===== config.mk =====
export PLATFORM = sky130hd
export DESIGN_NAME = swap_vma_readahead_window
export DESIGN_NICKNAME = d
export VERILOG_FILES = /design/src/design/svrw_pkg.sv /design/src/design/swap_vma_readahead_window.sv
export SDC_FILE = /design/constraint.sdc
export NUM_CORES = 2
export LEC_CHECK = 0
export BUFFER_PORTS_ARGS = -buffer_cell sky130_fd_sc_hd__buf_2
export CAP_MARGIN = 25
export CORE_UTILIZATION = 50
export CTS_BUF_LIST = sky130_fd_sc_hd__clkbuf_2 sky130_fd_sc_hd__clkbuf_4 sky130_fd_sc_hd__clkbuf_8
export CTS_CLUSTER_SIZE = 10
export DETAILED_ROUTE_END_ITERATION = 10
export GPL_TIMING_DRIVEN = 0
export PLACE_DENSITY = 0.78
export REMOVE_ABC_BUFFERS = 1
export SLEW_MARGIN = 20
export SYNTH_ARGS = -nofsm -noshare
export SYNTH_HDL_FRONTEND = slang
export SYNTH_SLANG_ARGS = --single-unit
export TNS_END_PERCENT = 100

===== constraint.sdc =====
create_clock -name clk_i -period 18.95 [get_ports clk_i]
set_input_delay 0.9475 -clock clk_i [delete_from_list [all_inputs] [get_ports clk_i]]
set_output_delay 0.9475 -clock clk_i [all_outputs]
set_load 0.01 [all_outputs]

===== src/design/svrw_pkg.sv =====
`timescale 1ns / 1ps
// Shared types and fixed field widths for the swap readahead window sizer.
// No dependencies; imported by swap_vma_readahead_window.
package svrw_pkg;

  localparam int PAGE_W      = 36;  // page numbers
  localparam int SLOT_IN_W   = 4;   // region slot field
  localparam int ORDER_W     = 4;   // cluster_order register
  localparam int WIN_FIELD_W = 6;   // window / page count fields, stored window
  localparam int OFFSET_W    = 5;   // fault offset field
  localparam int OUT_PAD_W   = 3;   // zero fill of result word to whole bytes

  localparam logic [ORDER_W-1:0] CLUSTER_ORDER_RESET = 4'd3;
  localparam int                 EMPTY_RECORD_HITS   = 4;  // all-zero record reads so
  localparam int                 MIN_HIT_ORDER       = 2;  // hit windows are >= 4 pages unless the cap is lower

  typedef enum logic {
    FUNC_FAULT = 1'b0,
    FUNC_HIT   = 1'b1
  } func_e;

  // Input word, last field in the low bits.
  typedef struct packed {
    logic [PAGE_W-1:0]    region_end_page;
    logic [PAGE_W-1:0]    region_first_page;
    logic [PAGE_W-1:0]    fault_page;
    logic [SLOT_IN_W-1:0] region_slot;
  } in_item_t;

  // Result word, last field in the low bits.
  typedef struct packed {
    logic [OUT_PAD_W-1:0]   pad;
    logic [OFFSET_W-1:0]    fault_offset;
    logic [WIN_FIELD_W-1:0] page_count;
    logic [PAGE_W-1:0]      run_start_page;
    logic [WIN_FIELD_W-1:0] window;
  } out_item_t;

endpackage


===== src/design/swap_vma_readahead_window.sv =====
`timescale 1ns / 1ps
// Two registers: the input stage, then the output stage that holds the registered result.
// Throughput: one word per cycle unless the output stalls; each word (not a fault at order 0) does one
// record read-modify-write of the flop-based region table in its compute cycle; same-slot hits chain.
// Reset: all region records clear to zero at once (an all-zero record reads as four
// hits), cluster_order resets to 3; no clearing pass, words are taken right after reset.
// Depends on svrw_pkg.
module swap_vma_readahead_window #(
  parameter int REGION_SLOTS         = 16,
  parameter int WINDOW_CEILING_ORDER = 5,
  parameter int BLOCK_PAGES          = 512,
  parameter int HIT_BITS             = 6
) (
  input  logic                         clk_i,
  input  logic                         rst_ni,
  // config write channel: cluster_order
  input  logic                         cfg_valid_i,
  output logic                         cfg_ready_o,
  input  logic [svrw_pkg::ORDER_W-1:0] cfg_data_i,
  // input stream
  input  logic                         s_axis_tvalid,
  output logic                         s_axis_tready,
  // tdata: region_slot[3:0], fault_page[39:4], region_first_page[75:40],
  //        region_end_page[111:76]
  input  logic [111:0]                 s_axis_tdata,
  // tuser: func (0 = fault, 1 = hit)
  input  logic                         s_axis_tuser,
  // result stream
  output logic                         m_axis_tvalid,
  input  logic                         m_axis_tready,
  // tdata: window[5:0], run_start_page[41:6], page_count[47:42],
  //        fault_offset[52:48], zero[55:53]
  output logic [55:0]                  m_axis_tdata
);

  import svrw_pkg::*;

  localparam int SLOT_W  = (REGION_SLOTS > 1) ? $clog2(REGION_SLOTS) : 1;
  localparam int RAW_N   = 2 ** SLOT_IN_W;
  localparam int WIN_W   = (WINDOW_CEILING_ORDER + 1 > 5) ? WINDOW_CEILING_ORDER + 1 : 5;
  localparam int SUM_W   = HIT_BITS + 1;
  localparam int CMP_W   = (SUM_W > WIN_W) ? SUM_W : WIN_W;
  localparam int EXT_W   = PAGE_W + 1;
  localparam int BLK_W   = $clog2(BLOCK_PAGES);
  localparam logic [HIT_BITS-1:0] HIT_MAX = {HIT_BITS{1'b1}};
  localparam logic [ORDER_W-1:0]  CEIL_ORDER = ORDER_W'(WINDOW_CEILING_ORDER);

  typedef logic [RAW_N-1:0][SLOT_W-1:0] wrap_tbl_t;

  // slot field folded onto the table depth
  function automatic wrap_tbl_t build_wrap();
    wrap_tbl_t tbl;
    for (int i = 0; i < RAW_N; i++) begin
      tbl[i] = SLOT_W'(i % REGION_SLOTS);
    end
    return tbl;
  endfunction

  localparam wrap_tbl_t WRAP_TBL = build_wrap();

  typedef struct packed {
    logic [PAGE_W-1:0]      page;
    logic [WIN_FIELD_W-1:0] win;
    logic [HIT_BITS-1:0]    hits;
  } rec_t;

  // ---------------------------------------------------------------- state
  rec_t                 rec_q [REGION_SLOTS];
  logic [ORDER_W-1:0]   cluster_order_q;

  logic                 s1_valid_q;
  in_item_t             s1_item_q;
  func_e                s1_func_q;

  logic                 out_valid_q;
  out_item_t            out_item_q;

  // ---------------------------------------------------------------- handshake
  logic                 out_free;
  logic                 advance;

  assign out_free      = !out_valid_q || m_axis_tready;
  assign advance       = s1_valid_q && out_free;
  assign s_axis_tready = !s1_valid_q || out_free;
  assign cfg_ready_o   = 1'b1;
  assign m_axis_tvalid = out_valid_q;
  assign m_axis_tdata  = out_item_q;

  // ---------------------------------------------------------------- compute
  logic [SLOT_W-1:0]    slot;
  rec_t                 rec_raw;
  rec_t                 rec;
  logic [ORDER_W-1:0]   order;
  logic [WIN_W-1:0]     max_win;
  logic [SUM_W-1:0]     hit_sum;
  logic [EXT_W-1:0]     fp_x;
  logic [EXT_W-1:0]     pg_x;
  logic [EXT_W-1:0]     fp_inc;
  logic [EXT_W-1:0]     pg_inc;
  logic                 adjacent;
  logic [WIN_W-1:0]     grown;
  logic [WIN_W-1:0]     half_prev;
  logic [WIN_W-1:0]     win;
  logic [WIN_W-1:0]     left;
  logic [EXT_W-1:0]     win_x;
  logic [EXT_W-1:0]     left_x;
  logic [EXT_W-1:0]     lo;
  logic [EXT_W-1:0]     hi;
  logic [EXT_W-1:0]     blk_x;
  logic [EXT_W-1:0]     blk_end;
  logic [EXT_W-1:0]     start_x;
  logic [EXT_W-1:0]     end_x;
  logic                 run_ok;
  logic                 rec_we;
  rec_t                 rec_d;
  out_item_t            out_item_d;

  always_comb begin
    slot    = WRAP_TBL[s1_item_q.region_slot];
    rec_raw = rec_q[slot];
    rec     = rec_raw;
    if (rec_raw == '0) begin
      rec.hits = HIT_BITS'(EMPTY_RECORD_HITS);
    end

    order   = (cluster_order_q < CEIL_ORDER) ? cluster_order_q : CEIL_ORDER;
    max_win = WIN_W'(1) << order;

    fp_x    = {1'b0, s1_item_q.fault_page};
    pg_x    = {1'b0, rec.page};
    fp_inc  = fp_x + EXT_W'(1);
    pg_inc  = pg_x + EXT_W'(1);

    // sizing: hits+2 rounded up to a power of two (>= 4) and capped, or 1/2 by adjacency; >= half old window
    hit_sum  = SUM_W'(rec.hits) + SUM_W'(2);
    adjacent = (fp_x == pg_inc) || ((rec.page != '0) && (fp_inc == pg_x));
    grown    = max_win;
    for (int k = WINDOW_CEILING_ORDER - 1; k >= MIN_HIT_ORDER; k--) begin
      if ((ORDER_W'(k) < order) && (CMP_W'(hit_sum) <= (CMP_W'(1) << k))) begin
        grown = WIN_W'(1) << k;
      end
    end
    if (rec.hits == '0) begin
      grown = adjacent ? WIN_W'(2) : WIN_W'(1);
    end
    half_prev = WIN_W'(rec.win >> 1);
    win       = (grown < half_prev) ? half_prev : grown;

    // placement: right after ascending step, left after descending, else centred
    win_x  = EXT_W'(win);
    left   = (win - WIN_W'(1)) >> 1;
    left_x = EXT_W'(left);
    if (fp_x == pg_inc) begin
      lo = fp_x;
      hi = fp_x + win_x;
    end else if (pg_x == fp_inc) begin
      lo = (fp_inc >= win_x) ? fp_inc - win_x : '0;
      hi = fp_inc;
    end else begin
      lo = (fp_x >= left_x) ? fp_x - left_x : '0;
      hi = fp_x + win_x - left_x;
    end

    // clamp to region and aligned block
    blk_x   = {1'b0, s1_item_q.fault_page[PAGE_W-1:BLK_W], {BLK_W{1'b0}}};
    blk_end = blk_x + EXT_W'(BLOCK_PAGES);
    start_x = lo;
    if ({1'b0, s1_item_q.region_first_page} > start_x) begin
      start_x = {1'b0, s1_item_q.region_first_page};
    end
    if (blk_x > start_x) begin
      start_x = blk_x;
    end
    end_x = hi;
    if ({1'b0, s1_item_q.region_end_page} < end_x) begin
      end_x = {1'b0, s1_item_q.region_end_page};
    end
    if (blk_end < end_x) begin
      end_x = blk_end;
    end
    run_ok = (end_x > start_x) && (fp_x >= start_x) && (fp_x < end_x);

    rec_we     = 1'b0;
    rec_d      = rec;
    out_item_d = '0;
    if (s1_func_q == FUNC_HIT) begin
      rec_we = 1'b1;
      if (rec.hits < HIT_MAX) begin
        rec_d.hits = rec.hits + HIT_BITS'(1);
      end
    end else if (order == '0) begin
      out_item_d.window = WIN_FIELD_W'(1);
    end else begin
      rec_we            = 1'b1;
      rec_d.page        = s1_item_q.fault_page;
      rec_d.win         = WIN_FIELD_W'(win);
      rec_d.hits        = '0;
      out_item_d.window = WIN_FIELD_W'(win);
      if ((win != WIN_W'(1)) && run_ok) begin
        out_item_d.run_start_page = start_x[PAGE_W-1:0];
        out_item_d.page_count     = WIN_FIELD_W'(end_x - start_x);
        out_item_d.fault_offset   = OFFSET_W'(fp_x - start_x);
      end
    end
  end

  // ---------------------------------------------------------------- registers
  always_ff @(posedge clk_i or negedge rst_ni) begin
    if (!rst_ni) begin
      cluster_order_q <= CLUSTER_ORDER_RESET;
      s1_valid_q      <= 1'b0;
      out_valid_q     <= 1'b0;
      for (int i = 0; i < REGION_SLOTS; i++) begin
        rec_q[i] <= '0;
      end
    end else begin
      if (cfg_valid_i) begin
        cluster_order_q <= cfg_data_i;
      end
      if (s_axis_tready) begin
        s1_valid_q <= s_axis_tvalid;
      end
      if (out_free) begin
        out_valid_q <= s1_valid_q;
      end
      if (advance && rec_we) begin
        rec_q[slot] <= rec_d;
      end
    end
  end

  // payload, no reset
  always_ff @(posedge clk_i) begin
    if (s_axis_tvalid && s_axis_tready) begin
      s1_item_q <= in_item_t'(s_axis_tdata);
      s1_func_q <= func_e'(s_axis_tuser);
    end
    if (advance) begin
      out_item_q <= out_item_d;
    end
  end

  // ---------------------------------------------------------------- checks
  a_stall_means_full: assert property (@(posedge clk_i) disable iff (!rst_ni)
    !s_axis_tready |-> (s1_valid_q && out_valid_q))
    else $error("input stalled with a free stage");

  a_skip_zero_run: assert property (@(posedge clk_i) disable iff (!rst_ni)
    (out_valid_q && out_item_q.window == WIN_FIELD_W'(1)) |->
      (out_item_q.page_count == '0 && out_item_q.run_start_page == '0 &&
       out_item_q.fault_offset == '0))
    else $error("skipped window carries a run");

  a_count_in_window: assert property (@(posedge clk_i) disable iff (!rst_ni)
    (out_valid_q && out_item_q.window != '0) |->
      (out_item_q.page_count <= out_item_q.window))
    else $error("run longer than window");

  a_hit_counts: assert property (@(posedge clk_i) disable iff (!rst_ni)
    (advance && s1_func_q == FUNC_HIT) |=> (rec_q[$past(slot)].hits != '0))
    else $error("hit left a zero hit count");

endmodule

# Word level (Yosys, flattened, before mapping)
# Memories as Yosys holds them, arrays and structs flattened. A register that Yosys moved wholly into a read port is not among the register bits.
# Index checks and enable logic that the tools add are counted.
[totals]
inputBits = 122
n_memories = 1
out_inout_bits = 59
romBits = 64
word_cells = 157
ff_bits = 940
[op_classes]
n_reduce_logical = 22
mux = 33
magnitude_cmp = 21
n_addsub = 12
eq_ne = 4
bitwise = 2
shift = 1
[memory_table]
columns = ["memory", "words", "width", "rd", "rd_clocked_by_memory_dff", "write_ports", "line_no", "source"]
rows = [
  ["(no name shown)", 16, 4, 1, 1, 0, "swap_vma_readahead_window.sv:119", "slot = WRAP_TBL[s1_item_q.region_slot];"],
]
[op_table]
columns = ["cell", "n"]
rows = [
  ["bitwise mux 768 bit", 1],
  ["2-to-1 mux 37 bit", 10],
  ["binary-select mux 48 bit (select 4 bit)", 1],
  ["demux 48 bit (select 4 bit)", 1],
  ["2-to-1 mux 48 bit", 4],
  ["adder 36 x 1 -> 37 bit, second input constant", 2],
  ["equality test 36 x 37 -> 1 bit", 2],
  ["> comparator 36 x 37 -> 1 bit", 2],
  ["less-than comparator 36 x 37 -> 1 bit", 2],
  ["logical NOT 48 bit", 1],
  ["2-to-1 mux 6 bit", 8],
  ["2-to-1 mux 42 bit", 1],
  ["adder 36 x 10 -> 37 bit, second input constant", 1],
  ["adder 36 x 6 -> 37 bit", 1],
  ["equality test 37 x 36 -> 1 bit", 1],
  ["greater-or-equal comparator 36 x 37 -> 1 bit", 1],
  ["greater-or-equal comparator 37 x 6 -> 1 bit", 1],
  ["> comparator 37 bit", 1],
  ["less-than comparator 37 bit", 1],
  ["subtractor 36 x 5 -> 37 bit", 1],
  ["subtractor 37 x 5 -> 37 bit", 1],
  ["subtractor 37 x 6 -> 37 bit", 1],
  ["greater-or-equal comparator 36 x 5 -> 1 bit", 1],
  ["nonzero test 36 bit", 1],
  ["30 further kinds", 48],
]

# Depth between registers and ports, before layout
[logic_depth]
ltp_word = 32
depth_mapped = 108
ltp_nobuf = 99

# Worst setup path after synthesis
# No wires, ideal clock.
[synth_path]
kind = "reg2reg"
from = "reg slot[0] (netlist name)"
to = "reg out_item_q (netlist bit m_axis_tdata[11]) (data pin)"
stages_incl_launch_ff = 103
path_slack_ns = -0.110
setup_ns = 0.266
t_required_ns = 18.684
period_less_slack_ns = 19.060
arrival_time_ns = 18.794
path_buffers = 13
cell_sequence = "dfxtp_1 buf_6 buf_8 buf_8 buf_6 buf_6 buf_8 buf_6 buf_2 buf_2 mux4_2 mux4_2 nor4_1 nand3_1 nor2_1 a21oi_1 inv_1 ha_1 [... 67 more ...] nand2b_1 a21o_1 a21o_1 a21oi_1 nor2b_1 o21ai_0 nand2b_1 a21oi_1 o21ai_0 a221o_1 a221o_1 a221o_1 nand3_1 a211oi_1 o211ai_1 buf_4 buf_2 nor2_1"
[synth_rtl]
columns = ["item", "line_no", "source"]
rows = [
  ["to (signal assigned)", "swap_vma_readahead_window.sv:239", "out_item_q <= out_item_d;"],
  ["to (decl)", "swap_vma_readahead_window.sv:76", "out_item_t out_item_q;"],
]

==> flow_summary_export.csv <==
group,metric,value,unit
synthesis,muxShareOfSynthArea,0.0983,
synthesis,ys_dominant_reg_cell,"dfrtp_1",
die,die_x,339,µm
power,seqPwrFrac,0.312,
final_layout,nFillCells,8970,
power,power.density,142,mW/mm²
synthesis,synth-compound-area-share,0.161,
drt,drc,0,
setup_path,crit_top_cell,"a21oi_2",
synthesis,yosys.area.top_type_share,0.341,
sta,tightest_slew,1190,ps
clocking,cts.clk_slew.worst_paths,70,ps
sta,rsz0062_at_grt,"yes",
status,status,"finished, violations left",
sta,fin_crit_sh,1.03,
sta,finalSetupTns,-20340,ps
final_layout,fin_area,0.0677,mm²
synthesis,yosys.area.top_type,"dfrtp_1",
setup_path,ff2ff_setup_slack,-530,ps
synthesis,syn_avg_cell_area,9.43,µm²
synthesis,synth.yosys.warnings,0,
sta,finalHoldViolCount,0,
clocking,cts_buffers,153,
power,ir_worst_vdd,190,µV
die,start_util,0.504,
sta,relSlewSlack,0.201,
clocking,cts_max_level,4,
placed_design,dp_hpwl,135000,µm
synthesis,synthCells,6014,
synthesis,ys_types,121,
die,die_y,339,µm
setup_path,crit_type,"reg2reg",
sta,fin_skew,91.8,ps
synthesis,synth_common_cells,"nand2_1 (935), o21ai_0 (784), dfrtp_1 (772)",
clocking,cts.sinks,944,
synthesis,synthMostInstantiatedCell,"nand2_1",
drt,ant_nets,0,
setup_path,critical-path-slowest-cell,"or4_4",
power,leakagePower,29.1,nW
synthesis,synth.area.top_cells,"dfrtp_1 (34%), edfxtp_1 (8.8%), mux4_2 (7.3%), o21ai_0 (6.9%), nand2_1 (6.2%)",
setup_path,crit_required,19540,ps
sta,finalSetupViolations,47,
grt,antenna_found_initial,5,
final_layout,nets,6709,
status,violations,"setup timing",
grt,grtUsageTotal,0.354,
drt,num_vias,51600,
drt,drt-initial-drc-count,6318,
synthesis,synth_simple_gate_area_share,0.172,
power,power.internal,5.65,mW
synthesis,synth_area,0.0567,mm²
setup_path,crit_arrival,20070,ps
synthesis,synth_seq_cells,944,
placed_design,globalplace.congestion,1.06,
setup_path,cp-end-kind,"flip-flop",
power,switching_power,3.96,mW
final_layout,final-seq-area,0.0245,mm²
synthesis,synth_edf_count,166,
grt,gr-total-overflow,0,
grt,grt_pass1_vias,49600,
sta,slew_violations,0,
clocking,cts_root_buf,"clkbuf_8",
grt,grt_pass1_wl,307000,µm
setup_path,crit_fanout,8,
final_layout,drive_gt1_frac,0.224,
grt,grt_max_degree,103,
die,core_area,0.112,mm²
drt,vias_per_cell,6.49,
sta,finalCriticalPeriod,19480,ps
die,die-area,0.115,mm²
synthesis,async_flop_share,0.820,
setup_path,critPathMaxStageDelay,590,ps
placed_design,portBuffers,176,
power,p_clk_frac,0.204,
synthesis,synth_top_family_by_area,"simple AND/OR/NAND/NOR gates",
clocking,ctsLongestPathBuffers,3,
clocking,cts_tree,"yes",
sta,fin_ws,-529,ps
synthesis,synth_xor_area_frac,0.0330,
min_path,hold_class,"in2reg",
power,p_comb_frac,0.484,
drt,wl_per_cell,26.3,µm
power,switching_share,0.412,
synthesis,synth_fa_ha_area_frac,0.0599,
drt,first_pass_iters,8,
clocking,insertion_delay,900,ps
die,rows,123,
final_layout,syn2layout_area_growth,19.3,%
synthesis,synth_seq_area_share,0.431,
placed_design,place_area,0.0598,mm²
setup_path,critPathLaunchType,"flip-flop",
die,ios,181,
drt,routed_wl,209000,µm
sta,fmax,51.3,MHz
final_layout,multiInputGateArea,0.0318,mm²
job,maxCapViolCount,0,
critical path: cells and delay by family, from the launching register on:
kind	cells	cell delay (ps)
AOI/OAI and AO/OA	39	7580
and+or+nand+nor	32	6900
adders and majority gates	6	1550
buffers and inverters	11	1480
muxes	2	790
DFF	1	510
xor gates and xnor gates	2	350
sequential cells by signal, indices dropped and copies added, names as in the netlist, 4 cells and up:
name,cells
m_axis_tdata,53
fp_x,9
slot,4
cluster_order_q,4
blk_x,27
s1_item_q,76
rec_q,768
path summary, 6_finish.rpt:
| kind | startpoint | endpoint | depth (start not counted) |
|---|---|---|---|
| worst max-delay path | slot[0]$_DFF_P_ | m_axis_tdata[45]$_SDFFCE_PP0P_ | 92 |
| worst min-delay path | s_axis_tdata[14] | blk_x[10]$_DFFE_PP_ | 1 |
| max in group asynchronous | rst_ni | rec_q[107]$_DFFE_PN0P_ | 6 |
| worst max register to register | slot[0]$_DFF_P_ | m_axis_tdata[45]$_SDFFCE_PP0P_ | 92 |
| min in group asynchronous | rst_ni | rec_q[381]$_DFFE_PN0P_ | 2 |
| worst min register to register | s1_item_q[2]$_DFFE_PP_ | slot[2]$_DFF_P_ | 1 |
layer usage:
layer  part of all wire  track usage  up-vias
met1               0.37        0.447    25000
met5            0.00013            0        -
li1                   -            -    22200
met3               0.11       0.0830      846
met4              0.075        0.224        4
met2               0.44        0.547     3490
metrics by stage:
stage	util	total power, mW	setup slack [ps]	instances	hold slack (ps)
final	0.602	9.61	-529	7946	223
after global routing	0.601	10.1	-828	7942	210
after CTS	0.586	9.07	-195	7829	172
after detailed placement	0.531	6.76	-5640	7378	459
after global placement	0.513	6.61	-21240	7281	455
after floorplan	-	5.59	-9170	5605	441
area by class of cell:
| type | instances | area share |
|---|---|---|
| timing repair buffer | 550 | 0.0790 |
| sequential | 944 | 0.361 |
| clock buffer | 235 | 0.0430 |
| antenna | 5 | 0.000185 |
| tap | 1500 | 0.0277 |
| multi-input combinational | 4476 | 0.471 |
| inverter | 194 | 0.0109 |
| clock inverter | 42 | 0.00723 |
cells in the final DEF (no fill, tap or decap), types with 54 or more instances in the layout:
cell type	instances
xnor2_1	133
ha_1	243
inv_1	181
mux2i_1	75
o21ai_0	751
mux4_2	185
nand3_1	125
a21o_1	70
a22oi_1	60
xor2_1	60
nor3_1	79
nor2_1	362
dfrtp_1	772
nand2b_1	55
clkbuf_8	183
and2_1	54
nand4_1	100
a21oi_1	329
buf_4	228
edfxtp_1	166
buf_2	184
clkbuf_4	63
nand2_1	899
power by group through the flow:
stage	sequential, mW	clock [mW]	combinational, mW
after global placement	3.05	0	3.56
after CTS	2.98	1.98	4.11
after global routing	3.05	2.06	4.98
final	3.00	1.96	4.65
after floorplan	2.94	0	2.65
after detailed placement	3.03	0	3.73
cells by family after synthesis:
group / count (synthesis)
XOR/XNOR: 211
multiplexers: 319
adder cells (fa/ha/maj): 268
AND/OR/NAND/NOR: 2089
buffers and inverters: 606
flip-flops: 944
AO/OA/AOI/OAI: 1575
other: 2
repair_timing:
item | in CTS | in global routing
endpoints found under the hold margin | 43 | 0
setup buffers | 158 | 92
cloned | 20 | 1
endpoints found under the setup margin | 47 | 47
pin swaps | 103 | 121
resized for setup | 238 | 157
hold buffers | 1 | 0
Note: power is estimated with default switching activity, not from simulation.
